[src/rtl/upac_pkg.sv]
package upac_pkg;

  localparam int ADDR_W      = 32;
  localparam int PAGE_W      = 20;
  localparam int PAGE_SHIFT  = 12;
  localparam int SLOT_W      = 4;
  localparam int STACK_SLOTS = 16;
  localparam int CFG_IDX_W   = 2;

  localparam logic OP_CHECK = 1'b0;
  localparam logic OP_TABLE = 1'b1;

  localparam logic [ADDR_W-1:0] USER_START_RST = 32'h0010_0000;
  localparam logic [PAGE_W-1:0] CODE_END_RST   = 20'd264;
  localparam logic [PAGE_W-1:0] GLOBAL_END_RST = 20'd276;
  localparam logic [PAGE_W-1:0] AUX_PAGE_RST   = 20'd300;

  typedef enum logic [CFG_IDX_W-1:0] {
    REG_USER_START = 2'd0,
    REG_CODE_END   = 2'd1,
    REG_GLOBAL_END = 2'd2,
    REG_AUX_PAGE   = 2'd3
  } cfg_reg_t;

  // one transaction moving down the chain, either a check or a table load
  typedef struct packed {
    logic              is_check;
    logic              is_write;
    logic [ADDR_W-1:0] start;
    logic [ADDR_W-1:0] stop;
    logic              decided;
    logic              allowed;
    logic              wr_pending;
    logic [SLOT_W-1:0] slot_left;
    logic              slot_live;
    logic [PAGE_W-1:0] lo_page;
    logic [PAGE_W-1:0] hi_page;
  } token_t;

  function automatic logic [ADDR_W-1:0] page_base(input logic [PAGE_W-1:0] page);
    return {page, {PAGE_SHIFT{1'b0}}};
  endfunction

endpackage

[src/rtl/upac_front.sv]
module upac_front (
  input  logic                          clk,
  input  logic                          rst,
  input  logic                          cfg_write,
  input  logic [upac_pkg::CFG_IDX_W-1:0] cfg_index,
  input  logic [upac_pkg::ADDR_W-1:0]   cfg_data,
  input  logic                          in_valid,
  output logic                          in_ready,
  input  logic                          op,
  input  logic                          is_write,
  input  logic [upac_pkg::ADDR_W-1:0]   address,
  input  logic [upac_pkg::ADDR_W-1:0]   length,
  input  logic [upac_pkg::SLOT_W-1:0]   slot,
  input  logic                          slot_active,
  input  logic [upac_pkg::PAGE_W-1:0]   stack_first_page,
  input  logic [upac_pkg::PAGE_W-1:0]   stack_page_count,
  output logic                          dn_valid,
  output upac_pkg::token_t              dn_tok,
  input  logic                          dn_ready
);

  logic [upac_pkg::ADDR_W-1:0] region_base;
  logic [upac_pkg::PAGE_W-1:0] code_limit;
  logic [upac_pkg::PAGE_W-1:0] region_limit;
  logic [upac_pkg::PAGE_W-1:0] aux_page;

  logic             s1_valid;
  upac_pkg::token_t s1_tok;
  upac_pkg::token_t s1_tok_next;
  upac_pkg::token_t s2_tok_next;
  logic             s1_ready;
  logic [upac_pkg::ADDR_W:0] sum;
  logic [upac_pkg::PAGE_W-1:0] aux_end;
  logic in_global;
  logic in_aux;
  logic below_code;

  always_ff @(posedge clk) begin
    if (rst) begin
      region_base  <= upac_pkg::USER_START_RST;
      code_limit   <= upac_pkg::CODE_END_RST;
      region_limit <= upac_pkg::GLOBAL_END_RST;
      aux_page     <= upac_pkg::AUX_PAGE_RST;
    end else if (cfg_write) begin
      unique case (upac_pkg::cfg_reg_t'(cfg_index))
        upac_pkg::REG_USER_START: region_base  <= cfg_data;
        upac_pkg::REG_CODE_END:   code_limit   <= cfg_data[upac_pkg::PAGE_W-1:0];
        upac_pkg::REG_GLOBAL_END: region_limit <= cfg_data[upac_pkg::PAGE_W-1:0];
        upac_pkg::REG_AUX_PAGE:   aux_page     <= cfg_data[upac_pkg::PAGE_W-1:0];
        default: ;
      endcase
    end
  end

  // stage 1: end address with carry, slot bounds precomputed as pages
  always_comb begin
    sum = {1'b0, address} + {1'b0, length};
    s1_tok_next            = '0;
    s1_tok_next.is_check   = (op == upac_pkg::OP_CHECK);
    s1_tok_next.is_write   = is_write;
    s1_tok_next.start      = address;
    s1_tok_next.stop       = sum[upac_pkg::ADDR_W-1:0];
    s1_tok_next.decided    = (op == upac_pkg::OP_CHECK) && sum[upac_pkg::ADDR_W];
    s1_tok_next.allowed    = 1'b0;
    s1_tok_next.wr_pending = (op == upac_pkg::OP_TABLE);
    s1_tok_next.slot_left  = slot;
    s1_tok_next.slot_live  = slot_active && (stack_first_page != '0);
    s1_tok_next.lo_page    = stack_first_page;
    s1_tok_next.hi_page    = stack_first_page + stack_page_count;
  end

  // stage 2: global region and aux stack page
  always_comb begin
    aux_end    = aux_page + upac_pkg::PAGE_W'(1);
    in_global  = (s1_tok.start >= region_base) &&
                 (s1_tok.stop <= upac_pkg::page_base(region_limit));
    in_aux     = (s1_tok.start >= upac_pkg::page_base(aux_page)) &&
                 (s1_tok.stop <= upac_pkg::page_base(aux_end));
    below_code = s1_tok.start < upac_pkg::page_base(code_limit);
    s2_tok_next = s1_tok;
    if (s1_tok.is_check && !s1_tok.decided) begin
      if (in_global) begin
        s2_tok_next.decided = 1'b1;
        s2_tok_next.allowed = !(s1_tok.is_write && below_code);
      end else if (in_aux) begin
        s2_tok_next.decided = 1'b1;
        s2_tok_next.allowed = 1'b1;
      end
    end
  end

  assign s1_ready = !dn_valid || dn_ready;
  assign in_ready = !s1_valid || s1_ready;

  always_ff @(posedge clk) begin
    if (rst) begin
      s1_valid <= 1'b0;
      dn_valid <= 1'b0;
    end else begin
      if (in_ready) s1_valid <= in_valid;
      if (s1_ready) dn_valid <= s1_valid;
    end
    if (in_ready) s1_tok <= s1_tok_next;
    if (s1_ready) dn_tok <= s2_tok_next;
  end

endmodule

[src/rtl/upac_cell.sv]
module upac_cell (
  input  logic             clk,
  input  logic             rst,
  input  logic             up_valid,
  input  upac_pkg::token_t up_tok,
  output logic             up_ready,
  output logic             dn_valid,
  output upac_pkg::token_t dn_tok,
  input  logic             dn_ready
);

  logic                        live;
  logic [upac_pkg::PAGE_W-1:0] lo_page;
  logic [upac_pkg::PAGE_W-1:0] hi_page;
  logic                        table_hit;
  logic                        range_hit;
  upac_pkg::token_t            tok_next;

  // a load is addressed here once its countdown reaches zero
  assign table_hit = !up_tok.is_check && up_tok.wr_pending && (up_tok.slot_left == '0);
  assign range_hit = live &&
                     (up_tok.start >= upac_pkg::page_base(lo_page)) &&
                     (up_tok.stop <= upac_pkg::page_base(hi_page));
  assign up_ready  = !dn_valid || dn_ready;

  always_comb begin
    tok_next = up_tok;
    if (up_tok.is_check) begin
      if (!up_tok.decided && range_hit) begin
        tok_next.decided = 1'b1;
        tok_next.allowed = 1'b1;
      end
    end else if (table_hit) begin
      tok_next.wr_pending = 1'b0;
    end else begin
      tok_next.slot_left = up_tok.slot_left - upac_pkg::SLOT_W'(1);
    end
  end

  always_ff @(posedge clk) begin
    if (rst) begin
      dn_valid <= 1'b0;
      live     <= 1'b0;
    end else begin
      if (up_ready) dn_valid <= up_valid;
      if (up_ready && up_valid && table_hit) live <= up_tok.slot_live;
    end
    if (up_ready) dn_tok <= tok_next;
    if (up_ready && up_valid && table_hit) begin
      lo_page <= up_tok.lo_page;
      hi_page <= up_tok.hi_page;
    end
  end

`ifndef SYNTHESIS
  a_load_lands: assert property (@(posedge clk) disable iff (rst)
    (up_ready && up_valid && table_hit) |=>
      (live == $past(up_tok.slot_live)) && !dn_tok.wr_pending)
    else $error("table load did not land in its slot");

  a_verdict_kept: assert property (@(posedge clk) disable iff (rst)
    (up_ready && up_valid && up_tok.is_check && up_tok.decided) |=>
      dn_valid && dn_tok.decided && (dn_tok.allowed == $past(up_tok.allowed)))
    else $error("decided check changed its verdict");

  a_hold: assert property (@(posedge clk) disable iff (rst)
    (dn_valid && !dn_ready) |=> dn_valid && $stable(dn_tok))
    else $error("stalled transaction moved");
`endif

endmodule

[src/rtl/user_pointer_access_checker_top.sv]
// channel  direction  handshake               payload
// cfg      in         cfg_write               cfg_index, cfg_data
// in       in         in_valid / in_stall     op, is_write, address, length, slot,
//                                             slot_active, stack_first_page, stack_page_count
// out      out        out_valid / out_stall   allowed
//
// one transaction per cycle sustained while out_stall is low; the pipe has two front stages,
// one cell per stack slot (16), one output register
// table loads travel the chain in order with checks and give no result
// reset clears config to defaults, all slots to inactive and all stages to empty
// each stage holds while the one below is full and stalled, so stalls ripple back
module user_pointer_access_checker_top (
  input  logic                           clk,
  input  logic                           rst,
  input  logic                           cfg_write,
  input  logic [upac_pkg::CFG_IDX_W-1:0] cfg_index,
  input  logic [upac_pkg::ADDR_W-1:0]    cfg_data,
  input  logic                           in_valid,
  output logic                           in_stall,
  input  logic                           op,
  input  logic                           is_write,
  input  logic [upac_pkg::ADDR_W-1:0]    address,
  input  logic [upac_pkg::ADDR_W-1:0]    length,
  input  logic [upac_pkg::SLOT_W-1:0]    slot,
  input  logic                           slot_active,
  input  logic [upac_pkg::PAGE_W-1:0]    stack_first_page,
  input  logic [upac_pkg::PAGE_W-1:0]    stack_page_count,
  output logic                           out_valid,
  input  logic                           out_stall,
  output logic                           allowed
);

  logic             chain_valid [upac_pkg::STACK_SLOTS+1];
  upac_pkg::token_t chain_tok   [upac_pkg::STACK_SLOTS+1];
  logic             chain_ready [upac_pkg::STACK_SLOTS+1];
  logic             in_ready;

  assign in_stall = !in_ready;

  upac_front u_front (
    .clk              (clk),
    .rst              (rst),
    .cfg_write        (cfg_write),
    .cfg_index        (cfg_index),
    .cfg_data         (cfg_data),
    .in_valid         (in_valid),
    .in_ready         (in_ready),
    .op               (op),
    .is_write         (is_write),
    .address          (address),
    .length           (length),
    .slot             (slot),
    .slot_active      (slot_active),
    .stack_first_page (stack_first_page),
    .stack_page_count (stack_page_count),
    .dn_valid         (chain_valid[0]),
    .dn_tok           (chain_tok[0]),
    .dn_ready         (chain_ready[0])
  );

  for (genvar i = 0; i < upac_pkg::STACK_SLOTS; i++) begin : g_cell
    upac_cell u_cell (
      .clk      (clk),
      .rst      (rst),
      .up_valid (chain_valid[i]),
      .up_tok   (chain_tok[i]),
      .up_ready (chain_ready[i]),
      .dn_valid (chain_valid[i+1]),
      .dn_tok   (chain_tok[i+1]),
      .dn_ready (chain_ready[i+1])
    );
  end

  // table loads are dropped here, checks become results
  assign chain_ready[upac_pkg::STACK_SLOTS] = !out_valid || !out_stall;

  always_ff @(posedge clk) begin
    if (rst) begin
      out_valid <= 1'b0;
    end else if (chain_ready[upac_pkg::STACK_SLOTS]) begin
      out_valid <= chain_valid[upac_pkg::STACK_SLOTS] &&
                   chain_tok[upac_pkg::STACK_SLOTS].is_check;
    end
    if (chain_ready[upac_pkg::STACK_SLOTS]) begin
      allowed <= chain_tok[upac_pkg::STACK_SLOTS].decided &&
                 chain_tok[upac_pkg::STACK_SLOTS].allowed;
    end
  end

endmodule

[config.mk]
export PLATFORM = sky130hd
export DESIGN_NAME = user_pointer_access_checker_top
export DESIGN_NICKNAME = d
export VERILOG_FILES = /design/src/rtl/upac_pkg.sv /design/src/rtl/upac_front.sv /design/src/rtl/upac_cell.sv /design/src/rtl/user_pointer_access_checker_top.sv
export SDC_FILE = /design/constraint.sdc
export NUM_CORES = 2
export LEC_CHECK = 0
export ABC_AREA = 1
export BUFFER_PORTS_ARGS = -buffer_cell sky130_fd_sc_hd__buf_2
export CORE_MARGIN = 2
export CORE_UTILIZATION = 57
export CTS_CLUSTER_SIZE = 20
export DETAILED_ROUTE_END_ITERATION = 16
export HOLD_SLACK_MARGIN = 0.08
export PLACE_DENSITY = 0.73
export SKIP_CTS_REPAIR_TIMING = 1
export SLEW_MARGIN = 20
export SYNTH_ARGS = -nofsm -noshare
export SYNTH_HDL_FRONTEND = slang
export SYNTH_SLANG_ARGS = --single-unit
[constraint.sdc]
create_clock -name clk -period 24.3 [get_ports clk]
set_input_delay 4.86 -clock clk [delete_from_list [all_inputs] [get_ports clk]]
set_output_delay 4.86 -clock clk [all_outputs]
set_load 0.05 [all_outputs]
## Word-level counts from Yosys, hierarchy flattened

Cells that the tools add are included.

| operators by class | value |
|---|---|
| mux-type cells | 80 |
| equality and inequality tests | 3 |
| add/sub/neg operators | 18 |
| order comparisons | 37 |
| reduce and logical (&&, ||, !) cells | 216 |
| bitwise logic cells | 1 |

Operators by type and width:

| kind | number |
|---|---|
| >= comparator 32 bit | 18 |
| <= comparator 32 bit | 18 |
| logical AND 1 bit | 120 |
| two-way mux 5 bit | 15 |
| two-way mux 2 bit | 35 |
| logical NOT 4 bit | 16 |
| two-way mux 4 bit | 15 |
| subtractor 4 x 1 -> 4 bit (second input constant) | 15 |
| logical NOT 1 bit | 55 |
| adder 32 x 32 -> 33 bit | 1 |
| less-than comparator 32 bit | 1 |
| adder 20 x 1 -> 20 bit (second input constant) | 1 |
| adder 20 bit | 1 |
| nonzero test 20 bit | 1 |
| logical OR 1 bit | 19 |
| two-way mux 1 bit | 15 |
| AND reduction 2 bit | 4 |
| == test 2 bit (second input constant) | 2 |
| == test 2 x 1 -> 1 bit (second input constant) | 1 |
| logical NOT 2 bit | 1 |
| NOT 1 bit | 1 |

| storage, ports and cells | value |
|---|---|
| register bits after elaboration | 2,692 |

## Longest topological paths before layout

| depth | value |
|---|---|
| depth in word-level cells | 21 |
| depth in mapped cells | 20 |
| gate-level depth less buffers | 20 |

## By module

From an unflattened synthesis, not the netlist that was laid out.

| second synthesis, totals | value |
|---|---|
| cells, all modules | 8,081 |
| area total of the unflattened synthesis | 113,522.6 µm² |

By module, submodules not included:

| module | times used | cells each | sequential area each (µm²) | area each (µm²) |
|---|---|---|---|---|
| upac_cell | 16 | 409 | 4,664.5 | 6,102.1 |
| upac_front | 1 | 1,529 | 8,698.3 | 15,808.9 |
| user_pointer_access_checker_top | 1 | 8 | 50.0 | 80.1 |

## Worst setup path before layout

Ideal clock, no wire load.

| path | value |
|---|---|
| path type | input -> output |
| from | in out_stall |
| to | out in_stall |
| required time | 19,440 ps |
| setup slack | 4,480 ps |
| path buffers | 0 |
| cell stages on the path | 10 |
| data arrival time | 14,960 ps |
| cell sequence | nand4_4 > nor2_4 > nand4_4 > nor2_4 > nand4_4 > nor2_8 > nand4_4 > nor2_4 > nand4_2 > inv_1 |

| on the way | value |
|---|---|
| cells in the longest elaborated chain, start to end | 21 |

Ends and longest elaborated chain:

| item | line | source |
|---|---|---|
| from (decl) | user_pointer_access_checker_top.sv:29 | `input logic out_stall,` |
| logical NOT 1 bit | user_pointer_access_checker_top.sv:75 | `assign chain_ready[upac_pkg::STACK_SLOTS] = !out_valid \|\| !out_stall;` |
| logical OR 1 bit | user_pointer_access_checker_top.sv:75 |  |
| logical OR 1 bit (6 in a row) | upac_cell.sv:24 | `assign up_ready = !dn_valid \|\| dn_ready;` |
| via g_cell[10].u_cell.up_ready | upac_cell.sv:6 | `output logic up_ready,` |
| logical OR 1 bit (4 in a row) | upac_cell.sv:24 |  |
| via g_cell[5].u_cell.dn_ready | upac_cell.sv:9 | `input logic dn_ready` |
| logical OR 1 bit (4 in a row) | upac_cell.sv:24 |  |
| via g_cell[1].u_cell.dn_ready | upac_cell.sv:9 |  |
| logical OR 1 bit (2 in a row) | upac_cell.sv:24 |  |
| logical OR 1 bit | upac_front.sv:92 | `assign s1_ready = !dn_valid \|\| dn_ready;` |
| logical OR 1 bit | upac_front.sv:93 | `assign in_ready = !s1_valid \|\| s1_ready;` |
| via in_ready | user_pointer_access_checker_top.sv:36 | `logic in_ready;` |
| logical NOT 1 bit | user_pointer_access_checker_top.sv:38 | `assign in_stall = !in_ready;` |
| to (decl) | user_pointer_access_checker_top.sv:19 | `output logic in_stall,` |

The timed path passes the listed nets, and every way through them passes these cells.

## Worst setup path in the final report

| path | value |
|---|---|
| from | in out_stall |
| to | out in_stall |

| on the way | value |
|---|---|
| cells in the longest elaborated chain, start to end | 21 |

Ends and longest elaborated chain:

| item | line |
|---|---|
| logical NOT 1 bit | user_pointer_access_checker_top.sv:75 |
| logical OR 1 bit | user_pointer_access_checker_top.sv:75 |
| logical OR 1 bit (2 in a row) | upac_cell.sv:24 |
| via g_cell[13].u_cell.dn_ready | upac_cell.sv:9 |
| logical OR 1 bit (4 in a row) | upac_cell.sv:24 |
| via g_cell[10].u_cell.up_ready | upac_cell.sv:6 |
| logical OR 1 bit (4 in a row) | upac_cell.sv:24 |
| via g_cell[5].u_cell.dn_ready | upac_cell.sv:9 |
| logical OR 1 bit (4 in a row) | upac_cell.sv:24 |
| via g_cell[1].u_cell.dn_ready | upac_cell.sv:9 |
| logical OR 1 bit (2 in a row) | upac_cell.sv:24 |
| logical OR 1 bit | upac_front.sv:92 |
| logical OR 1 bit | upac_front.sv:93 |
| via in_ready | user_pointer_access_checker_top.sv:36 |
| logical NOT 1 bit | user_pointer_access_checker_top.sv:38 |

The timed path passes the listed nets, and every way through them passes these cells.

==> flow_metrics.env <==
export IMPL_status="completed"
export IMPL_dr_total_vias=53400
export IMPL_placement_io_buffers=152
export IMPL_relSlewSlack=0.295
export IMPL_p_leak_nw=47.8
export IMPL_cp_required_ns=19.44
export IMPL_viasPerCell=5.31
export IMPL_rsz0062_at_grt="no"
export IMPL_die_h_um=436
export IMPL_worst_path_buf_inv=4
export IMPL_synthesis_area_sq_mm=0.106
export IMPL_reg2reg_slack_ns=17.43
export IMPL_maxCapViolations=0
export IMPL_avgSynthCellArea_sq_um=15.3
export IMPL_area_growth_pct=11.9
export IMPL_grt_antenna_before_repair=14
export IMPL_numCtsBuffers=277
export IMPL_ir_worst_vdd_mv=0.0709
export IMPL_gr_usage_all_layers=0.194
export IMPL_final_max_slew_violation_count=0
export IMPL_crit_chain="buf_2, nand4_4, nor2_4, nand4_4, nor2_4, nand4_4, nor2_8, nand4_4, nor2_4, nand4_4, buf_12, inv_1, buf_2"
export IMPL_fin_util=0.641
export IMPL_die_w_um=436
export IMPL_syn_num_nets=7928
export IMPL_start_kind="primary input"
export IMPL_hold_path_class="flip-flop to flip-flop"
export IMPL_syn_inst=6943
export IMPL_fin_crit_sh=0.645
export IMPL_dp_hpwl_mm=132
export IMPL_cp_max_fo=115
export IMPL_wl_per_cell_um=18.1
export IMPL_synth_edff_count=2565
export IMPL_drt_pre_antenna_iters=6
export IMPL_drtAntennaViolNets=0
export IMPL_crit_family="simple AND/OR/NAND/NOR gates"
export IMPL_grt_pass1_vias=55100
export IMPL_setup_tns_ns=0
export IMPL_cts_root_buf="clkbuf_16"
export IMPL_drive_gt1_frac=0.0752
export IMPL_ys_seq_area_frac=0.750
export IMPL_fmax_mhz=63.8
export IMPL_ys_warn_count=0
export IMPL_nNetsFinal=8367
export IMPL_drt_iter0_drc=3348
export IMPL_crit_arrival_ns=10.81
export IMPL_worst_pin_slew_ns=1.06
export IMPL_setup_viol=0
export IMPL_core_area_sq_mm=0.185
export IMPL_ctsHtreeMaxLevel=5
export IMPL_cp_common_cell="nand4_4"
export IMPL_initial_core_util=0.573
export IMPL_clockBufferDepth=4
export IMPL_p_per_area_mw_per_mm2=89.2
export IMPL_async_flop_share=0
export IMPL_clock_latency_ns=0.90
export IMPL_grt_start_max_net_pins=116
export IMPL_drc=0
export IMPL_wl_mm=181
export IMPL_period_needed_ns=15.67
export IMPL_grt_overflow=0
export IMPL_synth_ff_type="edfxtp_1"
export IMPL_synthDistinctLibCells=50
export IMPL_io_pins=153
export IMPL_path_clk_slew_ns=0.06
export IMPL_grt_first_pass_wirelength_mm=290
export IMPL_cts_tree="built"
export IMPL_dieArea_sq_mm=0.190
export IMPL_hold_violations=0
export IMPL_worst_clock_skew_ns=0.0599
export IMPL_num_rows=158
export IMPL_ys_ff_latch=2692
export IMPL_max_stage_delay_ns=0.74
export IMPL_gp_congestion=0.873
export IMPL_critPathKind="primary input to output port"
export IMPL_cts_sinks=2692
export IMPL_cp_end_kind="output port"
export IMPL_cp_slowest_cell="nand4_4"
-- cells by family after synthesis --
kind of cell,after synthesis,synth area share
AOI/OAI and AO/OA,920,0.0470
adders and majority gates,835,0.0986
buffers and inverters,1095,0.0388
DFF,2692,0.750
xor gates and xnor gates,95,0.00784
and+or+nand+nor,1306,0.0582
-- sequential cells by signal (all words and copies together), names as in the netlist, 20 cells and up --
signal / cells
g_cell.u_cell.dn_tok: 1698
g_cell.u_cell.hi_page: 320
g_cell.u_cell.lo_page: 320
u_front.dn_tok: 113
u_front.s1_tok: 113
u_front.region_base: 32
u_front.aux_page: 20
u_front.code_limit: 20
u_front.region_limit: 20
-- worst register-to-register path, delay by kind of cell, from the launching register on --
kind          cells  cell delay [ns]
simple gates      9             5.38
buf+inv           1             0.60
flops             1             0.41
-- area by class of cell --
| class | instances | area, sq um |
|---|---|---|
| clock buffer | 360 | 7410 |
| timing repair buffer | 188 | 1070 |
| inverter | 1067 | 4020 |
| multi-input combinational | 3156 | 22600 |
| antenna | 2 | 5.00 |
| sequential | 2692 | 79600 |
| fill | 12700 | 66400 |
| clock inverter | 105 | 1040 |
| tap | 2480 | 3100 |
-- synth_stat cells (5+ instances only) --
cell type / instances / area, sq um
nor3_1: 44 / 220
dfxtp_1: 127 / 2540
nand3_1: 121 / 606
o21bai_1: 25 / 188
o21a_1: 9 / 67.6
nand2_1: 559 / 2100
o21ai_0: 276 / 1380
or4_1: 23 / 173
o211ai_1: 33 / 248
nor2_1: 218 / 818
ha_1: 833 / 10400
clkbuf_1: 27 / 101
nand4_1: 178 / 1110
nand3b_1: 8 / 60.1
and2_1: 6 / 37.5
inv_1: 1066 / 4000
a31oi_1: 21 / 131
a21o_1: 5 / 37.5
a21oi_1: 485 / 2430
nor3b_1: 11 / 82.6
edfxtp_1: 2565 / 77000
nor4_1: 117 / 732
xnor2_1: 33 / 289
a211oi_1: 37 / 278
xor2_1: 62 / 543
a21boi_0: 6 / 45.0
-- metal layers --
metal / part of all wire / routed length (um) / global-route usage
met3: 0.040 / 7180 / 0.0299
met5: 0.000066 / 12 / 0
met4: 0.053 / 9590 / 0.0988
met2: 0.52 / 94000 / 0.346
met1: 0.39 / 70600 / 0.227
-- where the power goes --
part | internal, W | switching [W] | leakage [nW]
logic | 0.000263 | 0.000373 | 16.5
registers | 0.00570 | 0.000289 | 27.2
clock network | 0.00237 | 0.00161 | 4.10
total | 0.00833 | 0.00227 | 47.8
-- per-stage QoR --
stage	total power (W)	area (sq um)	worst slack [ns]	instances	hold WS [ns]
after global routing	0.0110	119000	8.06	10000	0.422
after CTS	0.0107	119000	8.58	10000	0.405
final	0.0106	119000	8.63	10100	0.406
after global placement	0.00664	110000	8.81	9581	0.403
after detailed placement	0.00672	110000	8.61	9581	0.405
after floorplan	0.00639	106000	4.48	6943	0.400
-- cells in the final DEF, fill, tap and decap left out, types with 152 or more instances in the layout --
master and n:
a21oi_1 485, buf_2 152, clkbuf_16 283, edfxtp_1 2565, ha_1 833, inv_1 1062
nand2_1 556, nand4_1 178, nor2_1 216, o21ai_0 276
-- worst paths after layout --
kind | start | endpoint | cells after the start
max reg2reg | out_valid | u_front.dn_tok[99] | 10
min reg2reg | g_cell[14].u_cell.dn_tok[7] | g_cell[15].u_cell.hi_page[7] | 0
max | out_stall | in_stall | 13
min | g_cell[14].u_cell.dn_tok[7] | g_cell[15].u_cell.hi_page[7] | 0
No activity file was read; power rests on OpenSTA's default activity.
